==> src/sv/sbf_pkg.sv <==
// Shared types and constants for the SBUS frame decoder.
`timescale 1ns / 1ps

package sbf_pkg;

	localparam int FRAME_BYTES  = 25;
	localparam int HIST_BYTES   = FRAME_BYTES - 1;
	localparam int FILL_W       = 5;
	localparam int CHAN_W       = 11;
	localparam int NUM_CHANNELS = 16;
	localparam int CHAN_IDX_W   = 4;
	localparam int PAYLOAD_W    = CHAN_W * NUM_CHANNELS;

	localparam logic [7:0]            SYNC_START  = 8'h0F;
	localparam logic [7:0]            SYNC_END    = 8'h00;
	localparam logic [7:0]            LIMIT_RESET = 8'd4;
	localparam logic [FILL_W-1:0]     FILL_FULL   = FILL_W'(HIST_BYTES);
	localparam logic [CHAN_IDX_W-1:0] LAST_CHAN   = CHAN_IDX_W'(NUM_CHANNELS - 1);

	typedef struct packed {
		logic [PAYLOAD_W-1:0] payload;
		logic [7:0]           raw;
		logic [7:0]           stable;
	} frame_t;

endpackage

==> src/sv/sbus_frame_decoder.sv <==
// Top level of the SBUS frame decoder.
// One received byte is taken per beat, one per clock cycle while in_stall is low. The
// byte that closes a valid 25-byte frame (0x0F first, 0x00 last) loads a frame buffer,
// and the sixteen channel results leave through the output register one per cycle while
// out_stall is low, each with the raw flag byte and the debounced flags. The frame
// buffer holds one frame: while it is still unloading, in_stall rises only when the
// window is full, so that the next byte could close another frame; since a frame spans
// 25 bytes this happens only when the output side stalls. No clearing pass runs after
// reset. debounce_limit_q resets to 4 and is written through cfg_wr_en.
`timescale 1ns / 1ps

module sbus_frame_decoder (
	input  logic                            clk,
	input  logic                            arst_n,
	input  logic                            cfg_wr_en,
	input  logic [7:0]                      cfg_wr_data,
	input  logic                            in_valid,
	output logic                            in_stall,
	input  logic [7:0]                      rx_byte,
	output logic                            out_valid,
	input  logic                            out_stall,
	output logic [sbf_pkg::CHAN_IDX_W-1:0]  channel_index,
	output logic [sbf_pkg::CHAN_W-1:0]      channel_value,
	output logic [7:0]                      raw_flags,
	output logic [7:0]                      stable_flags,
	output logic                            last
);

	logic [7:0]                    debounce_limit_q;
	logic                          accept;
	logic                          full;
	logic                          hit;
	logic                          busy;
	logic [sbf_pkg::PAYLOAD_W-1:0] payload;
	logic [7:0]                    raw;
	logic [7:0]                    stable;
	sbf_pkg::frame_t               frame;

	assign in_stall = busy && full;
	assign accept   = in_valid && !in_stall;

	always_ff @(posedge clk or negedge arst_n) begin
		if (!arst_n) begin
			debounce_limit_q <= sbf_pkg::LIMIT_RESET;
		end else if (cfg_wr_en) begin
			debounce_limit_q <= cfg_wr_data;
		end
	end

	sbf_window u_window (
		.clk     (clk),
		.arst_n  (arst_n),
		.accept  (accept),
		.rx_byte (rx_byte),
		.full    (full),
		.hit     (hit),
		.payload (payload),
		.raw     (raw)
	);

	sbf_debounce u_debounce (
		.clk    (clk),
		.arst_n (arst_n),
		.hit    (hit),
		.raw    (raw),
		.limit  (debounce_limit_q),
		.stable (stable)
	);

	assign frame.payload = payload;
	assign frame.raw     = raw;
	assign frame.stable  = stable;

	sbf_emitter u_emitter (
		.clk           (clk),
		.arst_n        (arst_n),
		.load          (hit),
		.frame         (frame),
		.busy          (busy),
		.out_valid     (out_valid),
		.out_stall     (out_stall),
		.channel_index (channel_index),
		.channel_value (channel_value),
		.raw_flags     (raw_flags),
		.stable_flags  (stable_flags),
		.last          (last)
	);

endmodule

==> src/sv/sbf_window.sv <==
// Byte history line, fill count and frame sync detection.
`timescale 1ns / 1ps

module sbf_window (
	input  logic                          clk,
	input  logic                          arst_n,
	input  logic                          accept,
	input  logic [7:0]                    rx_byte,
	output logic                          full,
	output logic                          hit,
	output logic [sbf_pkg::PAYLOAD_W-1:0] payload,
	output logic [7:0]                    raw
);

	logic [7:0]                  hist_q [sbf_pkg::HIST_BYTES];
	logic [sbf_pkg::FILL_W-1:0]  fill_q;

	// The incoming byte completes a full window; hist_q[0] is its first byte.
	assign full = (fill_q == sbf_pkg::FILL_FULL);
	assign hit  = accept && full && (hist_q[0] == sbf_pkg::SYNC_START) &&
	              (rx_byte == sbf_pkg::SYNC_END);
	assign raw  = hist_q[sbf_pkg::HIST_BYTES-1];

	always_comb begin
		for (int k = 0; k < sbf_pkg::PAYLOAD_W / 8; k++) begin
			payload[8*k +: 8] = hist_q[k+1];
		end
	end

	always_ff @(posedge clk) begin
		if (accept) begin
			for (int i = 0; i < sbf_pkg::HIST_BYTES - 1; i++) begin
				hist_q[i] <= hist_q[i+1];
			end
			hist_q[sbf_pkg::HIST_BYTES-1] <= rx_byte;
		end
	end

	// After a frame the count restarts, so every stale byte is replaced before the next check.
	always_ff @(posedge clk or negedge arst_n) begin
		if (!arst_n) begin
			fill_q <= '0;
		end else if (accept) begin
			if (hit) begin
				fill_q <= '0;
			end else if (!full) begin
				fill_q <= fill_q + 1'b1;
			end
		end
	end

endmodule

==> src/sv/sbf_debounce.sv <==
// Flag byte debounce: accepted flags and change counter.
`timescale 1ns / 1ps

module sbf_debounce (
	input  logic       clk,
	input  logic       arst_n,
	input  logic       hit,
	input  logic [7:0] raw,
	input  logic [7:0] limit,
	output logic [7:0] stable
);

	logic [7:0] accepted_q;
	logic [7:0] count_q;
	logic       differ;
	logic       take;

	assign differ = (accepted_q != raw);
	assign take   = hit && differ && (count_q > limit);
	assign stable = take ? raw : accepted_q;

	// The counter is kept, not cleared, when the flags match again.
	always_ff @(posedge clk or negedge arst_n) begin
		if (!arst_n) begin
			accepted_q <= '0;
			count_q    <= '0;
		end else if (hit && differ) begin
			if (take) begin
				accepted_q <= raw;
				count_q    <= '0;
			end else begin
				count_q <= count_q + 1'b1;
			end
		end
	end

endmodule

==> src/sv/sbf_emitter.sv <==
// Frame buffer that unloads sixteen channel beats through an output register.
`timescale 1ns / 1ps

module sbf_emitter (
	input  logic                            clk,
	input  logic                            arst_n,
	input  logic                            load,
	input  sbf_pkg::frame_t                 frame,
	output logic                            busy,
	output logic                            out_valid,
	input  logic                            out_stall,
	output logic [sbf_pkg::CHAN_IDX_W-1:0]  channel_index,
	output logic [sbf_pkg::CHAN_W-1:0]      channel_value,
	output logic [7:0]                      raw_flags,
	output logic [7:0]                      stable_flags,
	output logic                            last
);

	logic [sbf_pkg::PAYLOAD_W-1:0]   data_q;
	logic [7:0]                      raw_q;
	logic [7:0]                      stable_q;
	logic                            busy_q;
	logic [sbf_pkg::CHAN_IDX_W-1:0]  chan_q;
	logic                            out_valid_q;
	logic                            adv;

	assign busy      = busy_q;
	assign out_valid = out_valid_q;
	assign adv       = busy_q && (!out_valid_q || !out_stall);

	always_ff @(posedge clk or negedge arst_n) begin
		if (!arst_n) begin
			busy_q      <= 1'b0;
			chan_q      <= '0;
			out_valid_q <= 1'b0;
		end else begin
			if (load) begin
				busy_q <= 1'b1;
				chan_q <= '0;
			end else if (adv) begin
				chan_q <= chan_q + 1'b1;
				if (chan_q == sbf_pkg::LAST_CHAN) begin
					busy_q <= 1'b0;
				end
			end
			if (adv) begin
				out_valid_q <= 1'b1;
			end else if (!out_stall) begin
				out_valid_q <= 1'b0;
			end
		end
	end

	// Channels sit back to back in the payload, so each beat takes the low bits and shifts.
	always_ff @(posedge clk) begin
		if (load) begin
			data_q   <= frame.payload;
			raw_q    <= frame.raw;
			stable_q <= frame.stable;
		end else if (adv) begin
			data_q <= data_q >> sbf_pkg::CHAN_W;
		end
		if (adv) begin
			channel_index <= chan_q;
			channel_value <= data_q[sbf_pkg::CHAN_W-1:0];
			raw_flags     <= raw_q;
			stable_flags  <= stable_q;
			last          <= (chan_q == sbf_pkg::LAST_CHAN);
		end
	end

endmodule

==> config.mk <==
export PLATFORM = sky130hd
export DESIGN_NAME = sbus_frame_decoder
export DESIGN_NICKNAME = d
export VERILOG_FILES = /design/src/sv/sbf_pkg.sv /design/src/sv/sbus_frame_decoder.sv /design/src/sv/sbf_window.sv /design/src/sv/sbf_debounce.sv /design/src/sv/sbf_emitter.sv
export SDC_FILE = /design/constraint.sdc
export NUM_CORES = 1
export LEC_CHECK = 0
export BUFFER_PORTS_ARGS = -buffer_cell sky130_fd_sc_hd__buf_4
export CAP_MARGIN = 5
export CORE_ASPECT_RATIO = 1.2
export CORE_MARGIN = 3
export CORE_UTILIZATION = 45
export CTS_CLUSTER_DIAMETER = 60
export DETAILED_ROUTE_END_ITERATION = 8
export GPL_TIMING_DRIVEN = 0
export HOLD_SLACK_MARGIN = 0.1
export MAX_ROUTING_LAYER = met4
export PLACE_DENSITY_LB_ADDON = 0.2
export SLEW_MARGIN = 20
export SYNTH_ARGS = -nofsm -noshare
export SYNTH_HDL_FRONTEND = slang
export SYNTH_SLANG_ARGS = --single-unit
export TNS_END_PERCENT = 1
==> constraint.sdc <==
create_clock -name clk -period 25.3 [get_ports clk]
set_input_delay 1.265 -clock clk [delete_from_list [all_inputs] [get_ports clk]]
set_output_delay 1.265 -clock clk [all_outputs]
set_load 0.1 [all_outputs]
==> results of run 1 <==
[flip-flops by register name (all words and copies together) (netlist names), 4 cells and up]
register,count
u_debounce.accepted_q,8
debounce_limit_q,8
u_emitter.channel_index,4
u_window.fill_q,5
u_emitter.stable_q,8
u_emitter.data_q,176
u_emitter.channel_value,11
u_window.hist_q,192
u_emitter.chan_q,4
u_emitter.raw_q,8
u_emitter.raw_flags,8
u_debounce.count_q,8
u_emitter.stable_flags,8
[critical path, delay by kind of cell (launching register included)]
| kind | cells | cell delay (ns) |
|---|---|---|
| flip-flops | 1 | 0.45 |
| AND/OR/NAND/NOR | 4 | 2.05 |
| buffers and inverters | 4 | 0.95 |
[where the power goes]
group	internal [uW]	total, uW	switching, uW	leakage, uW
Sequential	835	850	14.6	0.00438
Clock	390	651	261	0.000712
Combinational	13.5	30.6	17.1	0.00174
[metal layers]
| metal | up-vias | global-route usage |
|---|---|---|
| li1 | 3369 | - |
| met1 | 3628 | 0.1566 |
| met2 | 75 | 0.2493 |
| met3 | 39 | 0.02424 |
| met4 | 0 | 0.04039 |
| met5 | - | - |
[cell type report]
cell class,count,area (um2)
plain buffers,24,216.5
clock buffers,59,1220
clock inverters,20,236.5
fillers,2780,16810
inverters,11,41.29
multi-input cells,315,3054
flip-flops and latches,451,13370
well taps,468,585.6
repair buffers,66,698.2
[how the worst min path moves through the flow]
stage                                        startpoint                                   end  slack, ns
after floorplan           u_emitter.data_q[0]$_DFFE_PP_  u_emitter.channel_value[0]$_DFFE_PP_       0.40
after global placement    u_emitter.data_q[7]$_DFFE_PP_  u_emitter.channel_value[7]$_DFFE_PP_       0.40
after detailed placement  u_emitter.data_q[7]$_DFFE_PP_  u_emitter.channel_value[7]$_DFFE_PP_       0.40
after CTS                  u_emitter.raw_q[6]$_DFFE_PN_      u_emitter.raw_flags[6]$_DFFE_PP_       0.41
after global routing      u_emitter.data_q[7]$_DFFE_PP_  u_emitter.channel_value[7]$_DFFE_PP_       0.43
final                      u_emitter.raw_q[6]$_DFFE_PN_      u_emitter.raw_flags[6]$_DFFE_PP_       0.41
[through the flow]
stage | instance area (um2) | total power (uW) | setup WS [ns]
2_1_floorplan | 16670 | 880.3 | 14.71
3_3_place_gp | 17660 | 896.8 | 9.991
3_5_place_dp | 17960 | 896.3 | 20.99
4_1_cts | 19420 | 1552 | 21.40
5_1_grt | 19420 | 1588 | 21.20
6_report | 19420 | 1531 | 21.43
[Yosys cell counts (5+ instances only)]
library cell	count
dfrtp_1	34
edfxtp_1	416
mux2_2	163
xnor2_1	11
nand3_1	5
nor2_1	13
nand4_1	8
buf_2	5
and3_1	12
a221o_1	6
o21ai_0	7
nand2_1	18
mux2_4	10
ha_1	12
inv_1	11
buf_6	16
mux2_1	10
[cell families (layout without fill, tap and decap cells)]
family	after synthesis	after routing	synth area share
AO/OA/AOI/OAI	24	24	0.01216
XOR/XNOR	15	15	0.007883
adder cells (fa/ha/maj)	12	12	0.009009
buffers and inverters	35	180	0.01547
flip-flops	451	451	0.8022
multiplexers	184	184	0.1265
AND/OR/NAND/NOR	80	80	0.02680
==> flow_summary.ini, run 1 <==
[drt]
top_layer = met4
via_count = 7111
wl_met1_mm = 9.962
dr.pass1.iters = 4
wl_per_cell_um = 18.32
wl_met3_um = 924
viasPerCell = 5.029
drtIter0Drc = 376
antenna_left = 0
drc = 0
wirelength_mm = 25.90
wl_met2_mm = 14.52

[layout]
syn2layout_area_growth_pct = 16.53
final_cell_count_no_fill = 1414
antenna_cells = 0
final_common_cell = edfxtp_1
layout-drive-gt1-share = 0.3541
num-nets-final = 946
final_util = 0.5361
final_cell_mix = edfxtp_1, mux2_2, buf_4

[worst_setup_path]
r2r_cells = 8
critPathLaunch = u_emitter.busy$_DFFE_PN0P_
endpoint = u_emitter.data_q[87]$_DFFE_PP_
required_ns = 25.50
crit_path_max_incr_delay_ns = 0.85
timing.critical_path.mode_cell = buf_6
r2r-end = u_emitter.data_q[87]$_DFFE_PP_
crit_path_start_kind = flop
r2r-start = u_emitter.busy$_DFFE_PN0P_
cp-end-kind = flop
cp_data_arrival_time_ns = 4.07
critPathSlowestCell = nor4_1
cp_max_fo = 50
path_cells = nor4_1 -> and4_4 -> and2_1 -> buf_2 -> buf_6 -> buf_6 -> nand2b_4 -> buf_16
regToRegSetupSlack_ns = 21.43
critPathKind = reg2reg

[yosys]
synth-main-ff-cell = edfxtp_1
synth-seq-cells = 451
syn_inst = 801
syn_nets = 834
async_flop_share = 0.07761
synthDistinctLibCells = 42
yosysTopAreaCell = edfxtp_1
synth_area_mm2 = 0.01667
synth_seq_area_share = 0.8022
synth_edf_count = 416
synth.avg_cell_area_um2 = 20.81
yosys_warnings = 0
synthTopCellsByArea = edfxtp_1, mux2_2, dfrtp_1
synth_top_area_share = 0.7495

[timing]
rsz0062_at_grt = no
skew_ns = 0.02513
max_freq_ghz = 0.2584
slew_headroom = 0.3640
hold_viol = 0
period_needed_ns = 3.870
max_slew.worst_pin.slew_ns = 0.9453
timing.final.crit_share = 0.1529
setup_viol = 0
fin_hold_ws_ns = 0.4066
fin_tns_setup_ns = 0
slew_violations = 0

[power]
p_leak_uw = 0.006824
power_density_mw_per_mm2 = 78.84
peakVddDrop_mv = 0.05116

[floorplan]
core_mm2 = 0.03623
start_util = 0.4600
dieArea_mm2 = 0.03939
die_w_um = 181.7
rows = 76
boundaryPins = 55
die_h_um = 216.8

[grt]
first_global_vias = 7534
grt_max_degree = 51
grt_use_total = 0.1377
grt_pass1_wl_mm = 41.65
antenna_found_initial = 1
grt.overflow.total = 0

[worst_hold_path]
hold_path.class = reg2reg
min_delay_path_depth = 0

[placed_design]
dpl.hpwl_mm = 16.86
io_buffers = 54
place.gp.congestion = 0.7574
placed_cells = 1335

[job]
cap_violations = 0

[clocking]
clock_latency_ns = 0.54
clk_pin_slew_worst_paths_ns = 0.06
postCtsSetupRepairBufs = 0
htreeDepth = 2
cts_tree = done
ctsHoldBuffers = 0
cts_sinks = 451
cts_buffers = 44
ctsResizeCount = 0
cts.path.max_buffers = 3
clock-root-buffer = clkbuf_16

[outcome]
status = complete, no violations
(Power assumes the default switching activity.)
==> run 2: changes to the inputs <==
--- a/config.mk
+++ b/config.mk
@@ -5,6 +5,7 @@
 export SDC_FILE = /design/constraint.sdc
 export NUM_CORES = 1
 export LEC_CHECK = 0
+export ABC_AREA = 1
 export BUFFER_PORTS_ARGS = -buffer_cell sky130_fd_sc_hd__buf_4
 export CAP_MARGIN = 5
 export CORE_ASPECT_RATIO = 1.2
==> constraint.sdc (replaced) <==
create_clock -name clk -period 3.7 [get_ports clk]
set_input_delay 0.185 -clock clk [delete_from_list [all_inputs] [get_ports clk]]
set_output_delay 0.185 -clock clk [all_outputs]
set_load 0.1 [all_outputs]
==> flow_summary.ini, run 2 <==
[clocking]
clock_latency_ns = 0.54
ctsHoldBuffers = 20
clock-root-buffer = clkbuf_16
clk_pin_slew_worst_paths_ns = 0.06
cts.path.max_buffers = 3
cts_sinks = 451
cts_buffers = 46
postCtsSetupRepairBufs = 0
ctsResizeCount = 0
cts_tree = done
htreeDepth = 2

[placed_design]
io_buffers = 54
place.gp.congestion = 0.7602
post-place-ws_ns = 0.4386
dpl.hpwl_mm = 19.60

[timing]
hold_viol = 0
slew_headroom = 0.4439
fin_hold_ws_ns = 0.1590
max_slew.worst_pin.slew_ns = 0.8341
skew_ns = 0.01603
timing.final.crit_share = 0.8610
slew_violations = 0
period_needed_ns = 3.186
setup_viol = 0
max_freq_ghz = 0.3139
rsz0062_at_grt = no
setup_slack_ns = 0.5142

[layout]
final_common_cell = nand2_1
final_cell_mix = nand2_1, edfxtp_1, buf_4
multiInputGateArea_mm2 = 0.003005
seq_area_mm2 = 0.01337
syn2layout_area_growth_pct = 16.97
fillerInstances = 3008
antenna_cells = 0
largest_register_ffs = 192
layout-drive-gt1-share = 0.1131
reg.largest.list = u_window.hist_q (192), u_emitter.data_q (176), u_emitter.channel_value (11)
num-nets-final = 1424
largest_register = u_window.hist_q

[worst_setup_path]
cp-end-kind = flop
cp_max_fo = 91
crit_path_start_kind = flop
regToRegSetupSlack_ns = 0.51
required_ns = 3.89
critPathKind = reg2reg
cp_data_arrival_time_ns = 3.38

[power]
finalPower_uw = 10280
p_leak_uw = 0.007708
power_density_mw_per_mm2 = 525.1
peakVddDrop_mv = 0.3771

[grt]
first_global_vias = 9463
grt_pass1_wl_mm = 48.82
grt_max_degree = 92
grt_use_total = 0.1589
grt.overflow.total = 0
antenna_found_initial = 0

[drt]
antenna_left = 0
via_count = 9172
wirelength_mm = 29.85
wl_per_cell_um = 15.78
drc = 0
viasPerCell = 4.848
dr.pass1.iters = 5
drtIter0Drc = 510

[yosys]
synth_most_common_cell = nand2_1
synthXorXnorAreaFrac = 0.006282
syn_inst = 1259
synthTopCellsByArea = edfxtp_1, nand2_1, dfrtp_1
async_flop_share = 0.07761
synth-seq-cells = 451
synth_area_mm2 = 0.01673
synthAdderAreaFrac = 0.008975
synth-main-ff-cell = edfxtp_1
synth_top_area_share = 0.7467
synth_common_cells = nand2_1, edfxtp_1, inv_1
synth_seq_area_share = 0.7991
synth_edf_count = 416
synthSimpleGateAreaFrac = 0.1571
synthDistinctLibCells = 26
synth_top_family_by_area = simple AND/OR/NAND/NOR gates
yosys-mux-area-fraction = 0.0006731
yosysTopAreaCell = edfxtp_1
yosys_warnings = 0
syn_nets = 1292
synth-compound-area-share = 0.004562
synth.avg_cell_area_um2 = 13.29

[floorplan]
core_mm2 = 0.03632
dieArea_mm2 = 0.03954
start_util = 0.4606
boundaryPins = 55
die_w_um = 182.0
die_h_um = 217.2
rows = 76

[outcome]
status = complete, no violations

[worst_hold_path]
hold_path.class = in2async

[job]
cap_violations = 0
run 2: cell types whose count changed after synthesis, sizes merged, moves of 4 or more:
cell,previous run,this run
nand2,18,604
mux2,183,1
inv,11,51
nor2,13,46
nand3,5,19
and3,12,0
clkbuf,3,15
xnor2,11,2
a221o,6,0
xor2,4,10
nor3,5,1
run 2: report_power, final:
part	switching [uW]	total [uW]	internal, uW	leakage [uW]
clock	1810	4260	2450	0.000667
sequential	94.0	5790	5700	0.00423
combinational	130	221	91.0	0.00281
total	2030	10300	8240	0.00771
run 2: critical path: stages (launching register included):
cell     delay (ns)
dfrtp_1        0.41
inv_1          0.09
ha_1           0.17
nand2_2        0.07
nor2_4         0.12
nand3_1        0.08
nor2_1         0.12
nand2_2        0.22
buf_2          0.28
buf_2          0.27
nand2_8        0.19
buf_16         0.37
buf_16         0.36
run 2: worst paths after layout:
kind                            depth (start not counted)                                    to                      startpoint
worst min register to register                          0  u_emitter.channel_value[1]$_DFFE_PP_   u_emitter.data_q[1]$_DFFE_PP_
worst min-delay path                                    2  u_debounce.accepted_q[0]$_DFFE_PN0P_                          arst_n
worst max-delay path                                   12       u_emitter.data_q[148]$_DFFE_PP_  u_window.fill_q[0]$_DFFE_PN0P_
min in group clk                                        2      u_window.hist_q[2][56]$_DFFE_PN_                      rx_byte[0]
max in group asynchronous                               2       debounce_limit_q[2]$_DFFE_PN1P_                          arst_n
worst max register to register                         12       u_emitter.data_q[148]$_DFFE_PP_  u_window.fill_q[0]$_DFFE_PN0P_
run 2: kinds of logic after synthesis:
logic type      after synthesis
compound gates               14
xor+xnor                     12
fa+ha+maj                    12
buf+inv                      90
flops                       451
mux                           1
simple gates                679
run 2: final cells by class:
class	instances	area share
sequential	451	0.6832
multi-input combinational	718	0.1536
clock buffer	57	0.06202
timing repair buffer	84	0.04271
tap	468	0.02992
buffer	39	0.01010
inverter	51	0.009974
clock inverter	24	0.008504
run 2: per-stage QoR:
step           instances  area, um2  setup TNS, ns  utilization
2_1_floorplan       1259      16760        -123.68            -
3_3_place_gp        1781      17750        -520.55       0.4887
3_5_place_dp        1791      17990              0       0.4952
4_1_cts             1892      19570              0       0.5387
5_1_grt             1892      19570              0       0.5387
6_report            1892      19570              0       0.5387
run 2: per-layer routing:
| layer | global-route usage | wire [um] | part of all wire |
|---|---|---|---|
| met1 | 0.1701 | 11490 | 0.39 |
| met2 | 0.2992 | 16890 | 0.57 |
| met3 | 0.02675 | 867 | 0.029 |
| met4 | 0.04877 | 598 | 0.020 |
| met5 | - | 0 | 0 |
